===== src/rtl/itoa_pkg.sv =====
`timescale 1ns / 1ps
// ----------------------------------------------------------------------------
// itoa_pkg
// Shared types, codes and helpers of the integer to ASCII converter.
// ----------------------------------------------------------------------------
package itoa_pkg;

  localparam int VALUE_W     = 64;
  localparam int NUM_DIGITS  = 20;
  localparam int DIGIT_IDX_W = 5;
  localparam int CONV_BITS   = 4;
  localparam int CONV_STEPS  = VALUE_W / CONV_BITS;
  localparam int CONV_CNT_W  = 4;
  localparam int QUEUE_DEPTH = 2;
  localparam int QUEUE_PTR_W = 1;
  localparam int QUEUE_CNT_W = 2;

  localparam logic [1:0] OP_SDEC = 2'd0;
  localparam logic [1:0] OP_UDEC = 2'd1;
  localparam logic [1:0] OP_SHEX = 2'd2;
  localparam logic [1:0] OP_UHEX = 2'd3;

  localparam logic [1:0] SC_SHORT = 2'd0;
  localparam logic [1:0] SC_WORD  = 2'd1;
  localparam logic [1:0] SC_LONG  = 2'd2;

  localparam logic [7:0] CH_MINUS    = 8'h2D;
  localparam logic [7:0] CH_ZERO     = 8'h30;
  localparam logic [7:0] CH_X        = 8'h78;
  localparam logic [7:0] CH_HEX_BASE = 8'h61 - 8'd10;

  typedef logic [NUM_DIGITS-1:0][3:0] digits_t;

  typedef struct packed {
    logic               neg;
    logic               hex;
    logic [VALUE_W-1:0] mag;
  } req_t;

  typedef enum logic [2:0] {
    BK_IDLE,
    BK_CONV,
    BK_SIZE,
    BK_SIGN,
    BK_PFX0,
    BK_PFXX,
    BK_DIGIT
  } back_state_t;

  function automatic logic [7:0] digit_char(input logic [3:0] nib);
    logic [7:0] c;
    if (nib <= 4'd9) begin
      c = CH_ZERO + {4'b0, nib};
    end else begin
      c = CH_HEX_BASE + {4'b0, nib};
    end
    return c;
  endfunction

endpackage


===== src/rtl/integer_to_ascii_converter_core.sv =====
`timescale 1ns / 1ps
// ----------------------------------------------------------------------------
// integer_to_ascii_converter_core
// Converts one integer request into its decimal or hex ASCII text.
//
// Request channel (req_valid/req_ready): op, size_class, value. The front
// decodes sign and magnitude and places the request in a two-entry queue,
// so up to two requests are taken while the back is busy.
// Character channel (chr_valid/chr_ready): one character per transfer,
// last set on the final character of a request.
// When idle, the back takes a queued request in the cycle after it arrives.
// Decimal requests pass through the shift-add-3 converter (four magnitude
// bits per cycle) and a step that locates the leading digit, then emit 1
// to 20 characters; hex requests skip the converter. The back takes a new
// request only after it has emitted the last character of the one before.
// A stalled receiver holds the character register; the back waits and the
// queue absorbs new requests until it fills.
// Reset empties the queue and output register and idles the back.
// ----------------------------------------------------------------------------
module integer_to_ascii_converter_core import itoa_pkg::*; (
  input  logic               clk,
  input  logic               rst,
  input  logic               req_valid,
  output logic               req_ready,
  input  logic [1:0]         op,
  input  logic [1:0]         size_class,
  input  logic [VALUE_W-1:0] value,
  output logic               chr_valid,
  input  logic               chr_ready,
  output logic [7:0]         character,
  output logic               last
);

  logic push_valid;
  logic push_ready;
  req_t push_req;
  logic pop_valid;
  logic pop_ready;
  req_t pop_req;

  itoa_front u_front (
    .clk        (clk),
    .rst        (rst),
    .req_valid  (req_valid),
    .req_ready  (req_ready),
    .op         (op),
    .size_class (size_class),
    .value      (value),
    .push_valid (push_valid),
    .push_ready (push_ready),
    .push_req   (push_req)
  );

  itoa_fifo u_fifo (
    .clk        (clk),
    .rst        (rst),
    .push_valid (push_valid),
    .push_ready (push_ready),
    .push_req   (push_req),
    .pop_valid  (pop_valid),
    .pop_ready  (pop_ready),
    .pop_req    (pop_req)
  );

  itoa_back u_back (
    .clk       (clk),
    .rst       (rst),
    .pop_valid (pop_valid),
    .pop_ready (pop_ready),
    .pop_req   (pop_req),
    .chr_valid (chr_valid),
    .chr_ready (chr_ready),
    .character (character),
    .last      (last)
  );

endmodule


===== src/rtl/itoa_front.sv =====
`timescale 1ns / 1ps
// ----------------------------------------------------------------------------
// itoa_front
// Accepts requests, decodes the operation and size class, and forms the
// sign flag and the magnitude handed to the queue.
// ----------------------------------------------------------------------------
module itoa_front import itoa_pkg::*; (
  input  logic               clk,
  input  logic               rst,
  input  logic               req_valid,
  output logic               req_ready,
  input  logic [1:0]         op,
  input  logic [1:0]         size_class,
  input  logic [VALUE_W-1:0] value,
  output logic               push_valid,
  input  logic               push_ready,
  output req_t               push_req
);

  logic        is_signed;
  logic        is_hex;
  logic        is_long;
  logic        is_short;
  logic        neg;
  logic [31:0] low_word;
  logic [31:0] low_mag;
  logic [VALUE_W-1:0] full_mag;
  logic [VALUE_W-1:0] mag;

  assign is_signed = (op == OP_SDEC) || (op == OP_SHEX);
  assign is_hex    = (op == OP_SHEX) || (op == OP_UHEX);
  assign is_long   = size_class[1];
  assign is_short  = (size_class == SC_SHORT);
  assign low_word  = value[31:0];

  assign neg      = is_signed && (is_long ? value[VALUE_W-1] : low_word[31]);
  assign low_mag  = neg ? (~low_word + 32'd1) : low_word;
  assign full_mag = neg ? (~value + 64'd1) : value;

  always_comb begin
    if (is_long) begin
      mag = full_mag;
    end else if (is_short && is_hex) begin
      mag = {48'b0, low_mag[15:0]};
    end else begin
      mag = {32'b0, low_mag};
    end
  end

  assign push_req.neg = neg;
  assign push_req.hex = is_hex;
  assign push_req.mag = mag;

  assign push_valid = req_valid;
  assign req_ready  = push_ready;

  property p_long_sign;
    @(posedge clk) disable iff (rst)
      (req_valid && is_long && !value[VALUE_W-1]) |-> !push_req.neg;
  endproperty
  a_long_sign: assert property (p_long_sign) else $error("positive long marked negative");

  property p_narrow_mag;
    @(posedge clk) disable iff (rst)
      (req_valid && !is_long) |-> (push_req.mag[VALUE_W-1:32] == 32'b0);
  endproperty
  a_narrow_mag: assert property (p_narrow_mag) else $error("narrow magnitude too wide");

  property p_unsigned_pass;
    @(posedge clk) disable iff (rst)
      (req_valid && is_long && !is_signed) |-> (push_req.mag == value);
  endproperty
  a_unsigned_pass: assert property (p_unsigned_pass) else $error("unsigned long altered");

endmodule


===== src/rtl/itoa_fifo.sv =====
`timescale 1ns / 1ps
// ----------------------------------------------------------------------------
// itoa_fifo
// Two-entry queue of decoded requests between the front and the back.
// ----------------------------------------------------------------------------
module itoa_fifo import itoa_pkg::*; (
  input  logic clk,
  input  logic rst,
  input  logic push_valid,
  output logic push_ready,
  input  req_t push_req,
  output logic pop_valid,
  input  logic pop_ready,
  output req_t pop_req
);

  req_t                   mem [QUEUE_DEPTH];
  logic [QUEUE_PTR_W-1:0] wr_ptr;
  logic [QUEUE_PTR_W-1:0] rd_ptr;
  logic [QUEUE_CNT_W-1:0] count;
  logic                   push;
  logic                   pop;

  assign push_ready = (count != QUEUE_CNT_W'(QUEUE_DEPTH));
  assign pop_valid  = (count != '0);
  assign push       = push_valid && push_ready;
  assign pop        = pop_valid && pop_ready;
  assign pop_req    = mem[rd_ptr];

  always_ff @(posedge clk) begin
    if (push) begin
      mem[wr_ptr] <= push_req;
    end
  end

  always_ff @(posedge clk) begin
    if (rst) begin
      wr_ptr <= '0;
      rd_ptr <= '0;
      count  <= '0;
    end else begin
      if (push) begin
        wr_ptr <= wr_ptr + 1'b1;
      end
      if (pop) begin
        rd_ptr <= rd_ptr + 1'b1;
      end
      if (push && !pop) begin
        count <= count + 1'b1;
      end else if (pop && !push) begin
        count <= count - 1'b1;
      end
    end
  end

  property p_count_bound;
    @(posedge clk) disable iff (rst)
      count <= QUEUE_CNT_W'(QUEUE_DEPTH);
  endproperty
  a_count_bound: assert property (p_count_bound) else $error("queue overfilled");

  property p_ptr_gap;
    @(posedge clk) disable iff (rst)
      (count == QUEUE_CNT_W'(QUEUE_DEPTH)) || (count == '0) |-> (wr_ptr == rd_ptr);
  endproperty
  a_ptr_gap: assert property (p_ptr_gap) else $error("queue pointers out of step");

  property p_pop_lower;
    @(posedge clk) disable iff (rst)
      (pop && !push) |=> (count == $past(count) - 1'b1);
  endproperty
  a_pop_lower: assert property (p_pop_lower) else $error("queue count missed a pop");

endmodule


===== src/rtl/itoa_back.sv =====
`timescale 1ns / 1ps
// ----------------------------------------------------------------------------
// itoa_back
// Converts the magnitude to digits (shift-add-3, four bits per cycle for
// decimal, direct nibbles for hex), finds the leading digit, and emits the
// sign, prefix and digits via an output register, one per cycle unless stalled.
// ----------------------------------------------------------------------------
module itoa_back import itoa_pkg::*; (
  input  logic       clk,
  input  logic       rst,
  input  logic       pop_valid,
  output logic       pop_ready,
  input  req_t       pop_req,
  output logic       chr_valid,
  input  logic       chr_ready,
  output logic [7:0] character,
  output logic       last
);

  back_state_t            state;
  back_state_t            state_next;
  logic                   job_neg;
  logic                   job_hex;
  logic [VALUE_W-1:0]     shreg;
  digits_t                bcd;
  logic [CONV_CNT_W-1:0]  cnt;
  logic [DIGIT_IDX_W-1:0] idx;
  logic                   out_load;
  logic                   pop;
  logic                   emit;
  logic                   emit_last;
  logic [7:0]             emit_char;

  function automatic digits_t dabble(input digits_t b_in, input logic [CONV_BITS-1:0] bits);
    digits_t                b;
    logic [NUM_DIGITS*4:0]  tmp;
    b = b_in;
    for (int s = 0; s < CONV_BITS; s++) begin
      for (int d = 0; d < NUM_DIGITS; d++) begin
        if (b[d] >= 4'd5) begin
          b[d] = b[d] + 4'd3;
        end
      end
      tmp = {b, bits[CONV_BITS-1-s]};
      b   = tmp[NUM_DIGITS*4-1:0];
    end
    return b;
  endfunction

  function automatic logic [DIGIT_IDX_W-1:0] msd(input digits_t b);
    logic [DIGIT_IDX_W-1:0] m;
    m = '0;
    for (int d = 0; d < NUM_DIGITS; d++) begin
      if (b[d] != 4'd0) begin
        m = DIGIT_IDX_W'(d);
      end
    end
    return m;
  endfunction

  assign out_load = !chr_valid || chr_ready;

  always_comb begin
    state_next = state;
    case (state)
      BK_IDLE: begin
        if (pop_valid) begin
          state_next = pop_req.hex ? BK_SIZE : BK_CONV;
        end
      end
      BK_CONV: begin
        if (cnt == CONV_CNT_W'(CONV_STEPS - 1)) begin
          state_next = BK_SIZE;
        end
      end
      BK_SIZE: begin
        state_next = job_neg ? BK_SIGN : (job_hex ? BK_PFX0 : BK_DIGIT);
      end
      BK_SIGN: begin
        if (out_load) begin
          state_next = job_hex ? BK_PFX0 : BK_DIGIT;
        end
      end
      BK_PFX0: begin
        if (out_load) begin
          state_next = BK_PFXX;
        end
      end
      BK_PFXX: begin
        if (out_load) begin
          state_next = BK_DIGIT;
        end
      end
      BK_DIGIT: begin
        if (out_load && idx == '0) begin
          state_next = BK_IDLE;
        end
      end
      default: state_next = BK_IDLE;
    endcase
  end

  always_comb begin
    pop       = (state == BK_IDLE) && pop_valid;
    emit      = out_load && (state inside {BK_SIGN, BK_PFX0, BK_PFXX, BK_DIGIT});
    emit_last = (state == BK_DIGIT) && (idx == '0);
    case (state)
      BK_SIGN:  emit_char = CH_MINUS;
      BK_PFX0:  emit_char = CH_ZERO;
      BK_PFXX:  emit_char = CH_X;
      BK_DIGIT: emit_char = digit_char(bcd[idx]);
      default:  emit_char = CH_ZERO;
    endcase
  end

  assign pop_ready = (state == BK_IDLE);

  always_ff @(posedge clk) begin
    if (rst) begin
      state <= BK_IDLE;
    end else begin
      state <= state_next;
    end
  end

  always_ff @(posedge clk) begin
    if (pop) begin
      job_neg <= pop_req.neg;
      job_hex <= pop_req.hex;
      shreg   <= pop_req.mag;
      bcd     <= pop_req.hex ? digits_t'({{(NUM_DIGITS*4-VALUE_W){1'b0}}, pop_req.mag})
                             : '0;
      cnt     <= '0;
    end else if (state == BK_CONV) begin
      shreg <= shreg << CONV_BITS;
      bcd   <= dabble(bcd, shreg[VALUE_W-1 -: CONV_BITS]);
      cnt   <= cnt + 1'b1;
    end
    if (state == BK_SIZE) begin
      idx <= msd(bcd);
    end else if (emit && state == BK_DIGIT) begin
      idx <= idx - 1'b1;
    end
  end

  always_ff @(posedge clk) begin
    if (rst) begin
      chr_valid <= 1'b0;
    end else if (out_load) begin
      chr_valid <= emit;
    end
  end

  always_ff @(posedge clk) begin
    if (emit) begin
      character <= emit_char;
      last      <= emit_last;
    end
  end

  property p_last_ends;
    @(posedge clk) disable iff (rst)
      (emit && emit_last) |=> (state == BK_IDLE);
  endproperty
  a_last_ends: assert property (p_last_ends) else $error("conversion ran past last character");

  property p_conv_dec;
    @(posedge clk) disable iff (rst)
      (state == BK_CONV) |-> !job_hex;
  endproperty
  a_conv_dec: assert property (p_conv_dec) else $error("hex request in decimal conversion");

  property p_idx_range;
    @(posedge clk) disable iff (rst)
      (state == BK_DIGIT) |-> (idx < DIGIT_IDX_W'(NUM_DIGITS));
  endproperty
  a_idx_range: assert property (p_idx_range) else $error("digit index out of range");

endmodule

===== config.mk =====
export PLATFORM = sky130hd
export DESIGN_NAME = integer_to_ascii_converter_core
export DESIGN_NICKNAME = d
export VERILOG_FILES = /design/src/rtl/itoa_pkg.sv /design/src/rtl/integer_to_ascii_converter_core.sv /design/src/rtl/itoa_front.sv /design/src/rtl/itoa_fifo.sv /design/src/rtl/itoa_back.sv
export SDC_FILE = /design/constraint.sdc
export NUM_CORES = 1
export LEC_CHECK = 0
export BUFFER_PORTS_ARGS = -buffer_cell sky130_fd_sc_hd__buf_4
export CORE_MARGIN = 2
export CORE_UTILIZATION = 55
export CTS_CLUSTER_DIAMETER = 150
export CTS_CLUSTER_SIZE = 30
export DETAILED_ROUTE_END_ITERATION = 7
export MAX_ROUTING_LAYER = met4
export PLACE_DENSITY = 0.72
export SETUP_SLACK_MARGIN = 0.1
export SYNTH_ARGS = -nofsm -noshare
export SYNTH_HDL_FRONTEND = slang
export SYNTH_SLANG_ARGS = --single-unit

===== constraint.sdc =====
create_clock -name clk -period 5 [get_ports clk]
set_input_delay 0.5 -clock clk [delete_from_list [all_inputs] [get_ports clk]]
set_output_delay 0.5 -clock clk [all_outputs]
set_load 0.01 [all_outputs]

* After elaboration in Yosys (flattened, before gate mapping)
Memory sizes are Yosys's and may differ from the RTL's. A register that Yosys moved wholly into a read port is not among the register bits.
Index checks and enable logic that the tools add are counted.
** Storage, ports and cells
- Bits in writable memories :: 132
- Memories kept :: 1
- Word-level logic and storage cells :: 519
- Register bits after elaboration :: 172
- Output and inout port bits :: 11
- Input port bits :: 72
** Operators by class
- Bitwise operators :: 2
- $add $sub $neg :: 90
- Reduce and logical (&&, ||, !) cells :: 45
- Eq/ne operators :: 16
- Magnitude comparators :: 82
- Mux-type cells :: 251
** Memory list
- u_fifo.mem :: depth 2, width 66, read ports 1, clocked after memory_dff 1, wr ports 1, RTL line itoa_fifo.sv:17 : req_t mem [QUEUE_DEPTH];
** Operators by type and width (number)
- 4-bit 2-to-1 mux :: 199
- 4-bit by 3-bit >= comparator with 1-bit output, second input constant :: 80
- 64-bit 2-to-1 mux :: 5
- 4-bit by 2-bit adder with 4-bit output, second input constant :: 76
- 80-bit 2-to-1 mux :: 2
- 4-bit nonzero test :: 20
- 64-bit by 1-bit adder with 64-bit output, second input constant :: 1
- 32-bit 2-to-1 mux :: 2
- 64-bit NOT :: 1
- 3-bit 2-to-1 mux :: 21
- 32-bit by 1-bit adder with 32-bit output, second input constant :: 1
- 32-bit NOT :: 1
- 5-bit 2-to-1 mux :: 6
- 8-bit one-hot mux with 3 select lines :: 1
- 3-bit one-hot mux with 7 select lines :: 1
- 4-bit binary-select mux with 5-bit select :: 1
- 3-bit by 2-bit adder with 3-bit output, second input constant :: 4
- 2-bit 2-to-1 mux :: 6
- 2-bit by 1-bit inequality test with 1-bit output, second input constant :: 6
- 1-bit logical AND :: 10
- 3-bit == test, second input constant :: 3
- 7-bit by 4-bit adder with 8-bit output, first input constant :: 1
- 8-bit 2-to-1 mux :: 1
- 2-bit nonzero test :: 4
- 20 further kinds :: 33

* Logic depth before layout (Yosys ltp)
- Depth in word-level cells :: 21
- Mapped depth :: 20
- Mapped depth without buffers :: 20

* Modules after synthesis
From an unflattened synthesis, not the netlist that was laid out.
** Unflattened totals
- Cells, all modules :: 2769
- Area total of the unflattened synthesis :: 24900.1 um^2
** Modules (own cells, without submodules)
- itoa_back :: cells each 2160, area each 17579.4 um^2, times used 1, seq. area each 4934.7 um^2
- itoa_fifo :: cells each 229, area each 4992.3 um^2, times used 1, seq. area each 4063.9 um^2
- itoa_front :: cells each 380, area each 2328.5 um^2, times used 1, seq. area each 0.0 um^2

* Least setup slack after synthesis
OpenSTA, ideal clock, no wires.
- Path kind :: register -> register
- From :: register u_fifo.count[0]
- To :: memory u_fifo.mem[0][0] (netlist name), enable pin
- Period minus slack after synthesis :: 3938 ps
- Data required time :: 4510 ps
- Path buffers :: 0
- Arrival :: 3447 ps
- Stages on the path, launching flop included :: 4
- Slack :: 1062 ps
- Setup time :: 490 ps
- Cell sequence :: dfxtp_1 > nand2b_1 > nand2_1 > nor2_1
** On the way
- Word-level cells in the longest chain between the ends :: 4
** RTL lines
- from (decl) :: RTL line itoa_fifo.sv:20 : logic [QUEUE_CNT_W-1:0] count;
- from (signal assigned) :: RTL line itoa_fifo.sv:49 : count <= count + 1'b1;
- from (signal assigned) :: RTL line itoa_fifo.sv:51 : count <= count - 1'b1;
- from (signal assigned) :: RTL line itoa_fifo.sv:58 : count <= QUEUE_CNT_W'(QUEUE_DEPTH);
- 2-bit inequality test :: RTL line itoa_fifo.sv:24 : assign push_ready = (count != QUEUE_CNT_W'(QUEUE_DEPTH));
- named net req_ready :: RTL line integer_to_ascii_converter_core.sv:24 : output logic req_ready,
- 1-bit logical AND :: RTL line itoa_fifo.sv:26 : assign push = push_valid && push_ready;
- 1-bit 2-to-1 mux :: RTL line itoa_fifo.sv:31 : if (push) begin
- 1-bit 2-to-1 mux (implied by the code) :: RTL line itoa_fifo.sv:32 : mem[wr_ptr] <= push_req;
- to (decl) :: RTL line itoa_fifo.sv:17
The timed path passes the listed nets, and every way through them passes these cells.

* Worst setup path after layout
- From :: register u_back.bcd[60] (netlist name)
- To :: register u_back.bcd[66] (netlist name), data pin
** On the way
- Word-level cells in the longest chain between the ends :: 16
- Elaborated cells between the ends (all ways) :: 30
- Classes of those cells :: 6 x add/sub; 6 x order compare; 18 x mux
** RTL lines
- from (decl) :: RTL line itoa_back.sv:25 : digits_t bcd;
- from (signal assigned) :: RTL line itoa_back.sv:131 : bcd <= pop_req.hex ? digits_t'({{(NUM_DIGITS*4-VALUE_W){1'b0}}, pop_req.mag})
- from (signal assigned) :: RTL line itoa_back.sv:136 : bcd <= dabble(bcd, shreg[VALUE_W-1 -: CONV_BITS]);
- 4-bit by 2-bit adder with 4-bit output or 4-bit by 3-bit >= comparator with 1-bit output (tied branches) :: RTL line itoa_back.sv:41, itoa_back.sv:40
- 4-bit 2-to-1 mux * :: RTL line itoa_back.sv:40 : if (b[d] >= 4'd5) begin
- 4-bit 2-to-1 mux * :: RTL line itoa_back.sv:134 : end else if (state == BK_CONV) begin
- 4-bit 2-to-1 mux * :: RTL line itoa_back.sv:127 : if (pop) begin
- 4-bit by 2-bit adder with 4-bit output or 4-bit by 3-bit >= comparator with 1-bit output (tied branches) :: RTL line itoa_back.sv:41, itoa_back.sv:40
- 4-bit 2-to-1 mux :: RTL line itoa_back.sv:40
- 4-bit 2-to-1 mux :: RTL line itoa_back.sv:134
- 4-bit 2-to-1 mux :: RTL line itoa_back.sv:127
- 4-bit by 2-bit adder with 4-bit output or 4-bit by 3-bit >= comparator with 1-bit output (tied branches) :: RTL line itoa_back.sv:41, itoa_back.sv:40
- 4-bit 2-to-1 mux :: RTL line itoa_back.sv:40
- 4-bit 2-to-1 mux :: RTL line itoa_back.sv:134
- 4-bit 2-to-1 mux :: RTL line itoa_back.sv:127
- 4-bit by 2-bit adder with 4-bit output or 4-bit by 3-bit >= comparator with 1-bit output (tied branches) :: RTL line itoa_back.sv:41, itoa_back.sv:40
- 4-bit 2-to-1 mux * :: RTL line itoa_back.sv:40
- 80-bit 2-to-1 mux * :: RTL line itoa_back.sv:134
- 80-bit 2-to-1 mux * :: RTL line itoa_back.sv:127
Every way passes the cells marked *; elsewhere a longest branch is shown, timed or not. The select of a mux whose other input is x is not followed.
A chain may end at the register's enable or synchronous reset.

==> metrics.csv <==
metric;value;unit
CP Class;reg2reg;
crit end category;flip-flop;
commonest non-fill, non-tap cell in the layout;edfxtp_1;
post-synthesis sequential area ratio;0.374;
Post-synth EDFFs;291;
Nets;2822;
Multi-input gate area;14100;um^2
status;finished, final reports clean;
Placer Congestion;0.916;
unrepaired setup endpoints after global routing;no;
total of max-cap violations;0;
clk_lat worst skew;550;ps
initial antenna violation count;0;
Post-CTS Setup Inserts;0;
FFs w/ async S/R, synth;0;
fin. max-slew vios;0;
final hold viol count;0;
Worst slew margin;0.327;
ys flop type;edfxtp_1;
routed wire length;59.5;mm
fillcell total;3777;
Synthesized Nets;2825;
arrival time at the worst endpoint;4730;ps
clk root buf;clkbuf_16;
Reg clk slew, reported paths;140;ps
final worst path period need;4440;ps
CTS resizes;0;
skew final;47.8;ps
Rows;76;
Least-Margin Pin Slew;981;ps
reg2reg path depth;18;
DP Wirelength;44.9;mm
CP Capture Point;u_back.bcd[66];
PortBufs;81;
CTS Sinks;304;
final setup TNS;0;ps
final design utilization;0.591;
drt initial violations;1823;
origin of the critical flop-to-flop path;u_back.bcd[60];
storage element area;9000;um^2
grt total ovfl;0;
Critical Path Start;u_back.bcd[60];
Top Ports;83;
syn_area_per_cell;9.05;um^2
period utilization;0.887;
WP data required;5290;ps
CTS Buf Count;14;
Yosys Warn Count;0;
ANT cells;0;
Hold Path Class;in2reg;
starting density of the core;0.558;
flops & latches, synth;304;
final setup fails;0;
Post-Syn Area;24100;um^2
reg2reg end;u_back.bcd[66];
vias per cell;6.25;
die width;213;um
Startpoint Class;flip-flop;
vias in the first global route;18900;
crit-path max FO;7;
number of remaining DRC errors;0;
core area;43200;um^2
fmax;225;MHz
Total Routing Usage GR;0.266;
htree depth;1;
first-pass GRT wire length;94.9;mm
HP Start;op[1];
Die H;213;um
CTS max path bufs;3;
Mapped Cells;2660;
most frequent cells in the layout;291 x edfxtp_1, 272 x nand2_1, 222 x o21ai_0, 201 x nor2_1, 161 x a21oi_1;
Area growth, synth to finish;6.01;%
Register-to-Register Setup Slack;560;ps
Yosys cell types;99;
hold buffers post-CTS;0;
DRT antenna net count;0;
DR WL/cell;18.3;um
CTS tree;done;
Vias;20300;
largest net degree at the start of global routing;78;
die area;45500;um^2
layout cell share with drive strength beyond 1;0.101;
router iterations before antenna repair;5;
## synthesized netlist by cell type, types with 8 or more instances
cell type,number,area [um^2]
o22ai_1,31,194
inv_1,135,507
a221oi_1,13,114
nor4_1,10,62.6
or3_1,29,181
mux2i_1,100,1000
a21oi_1,161,806
xor2_1,46,403
dfxtp_1,13,260
or2_2,42,263
a21o_1,18,135
o31ai_1,23,173
xnor2_1,44,385
clkbuf_1,84,315
a211oi_1,67,503
a2bb2oi_1,15,131
buf_2,18,90.1
mux4_2,20,450
o211ai_1,24,180
nor3b_1,16,120
o21ai_1,10,50.1
a21boi_0,22,165
edfxtp_1,291,8740
buf_1,11,41.3
a31oi_1,24,150
o211a_1,18,180
or4_1,8,60.1
nand2b_1,58,363
nor2b_1,31,194
a211o_1,26,228
o21bai_1,21,158
nor3_1,56,280
nand3_1,58,290
o21ai_0,222,1110
ha_1,93,1160
nor2_1,202,758
nand2_1,272,1020
o21a_1,32,240
mux2_2,49,552
o32a_1,14,140
and2_1,56,350
and3_1,33,206
o31a_1,10,87.6
## cell type report
class	instances	share of cell area
clock buffer	19	0.0145
clock inverter	3	0.00196
inverter	135	0.0199
multi-input combinational	2105	0.553
sequential	304	0.353
tap	585	0.0287
timing repair buffer	97	0.0290
## cell families after synthesis
kind of cell	after synthesis	share of synthesized area
AOI/OAI and AO/OA	828	0.228
xor gates and xnor gates	90	0.0328
adders and majority gates	93	0.0483
buffers and inverters	251	0.0406
DFF	304	0.374
muxes	176	0.0876
other	1	0.000156
and+or+nand+nor	917	0.189
## registers in the layout, indices dropped and copies added, names as in the netlist, named ones only
signal            cells
u_fifo.rd_ptr         1
u_back.shreg         64
u_back.cnt            4
u_back.last           1
u_back.job_neg        1
u_back.character      7
u_fifo.wr_ptr         1
u_back.idx            5
u_back.job_hex        1
u_back.chr_valid      1
u_fifo.count          2
u_fifo.mem          132
u_back.state          3
u_back.bcd           80
## through the flow
stage	cells	setup WS, ps	area, um^2	hold WS, ps
2_1_floorplan	2660	1060	24100	472
3_3_place_gp	3226	825	25100	495
3_5_place_dp	3226	672	25100	500
4_1_cts	3248	615	25500	160
5_1_grt	3248	190	25500	153
6_report	3248	563	25500	178
## worst min-delay path by stage
stage	cells after the start	end	slack (ps)
finish	1	u_fifo.mem[1][64]	180
global route	1	u_fifo.mem[1][64]	150
CTS	1	u_fifo.mem[1][64]	160
detailed placement	2	u_fifo.rd_ptr	500
global placement	2	u_back.cnt[3]	490
floorplan	2	u_fifo.count[1]	470
## layer usage
layer	wire (um)	global-route usage	up-vias
li1	-	-	9931
met1	27900	0.378	9687
met5	0	-	-
met4	1310	0.0632	0
met2	26500	0.410	600
met3	3740	0.0287	75
## critical path: stages, from the launching register on
cell	delay (ps)
edfxtp_1	530
inv_1	80
ha_1	290
nor2b_1	180
or3_1	450
nand2_1	150
ha_1	180
o21bai_1	110
a211oi_1	130
nor2_1	170
inv_1	60
ha_1	200
o21bai_1	160
a221oi_2	440
ha_1	290
inv_1	80
nand3_1	100
nand2_1	70
a2111oi_0	510
Power is not shown: default switching activity piles up to over one toggle a cycle in this logic, so the estimate is an artifact.
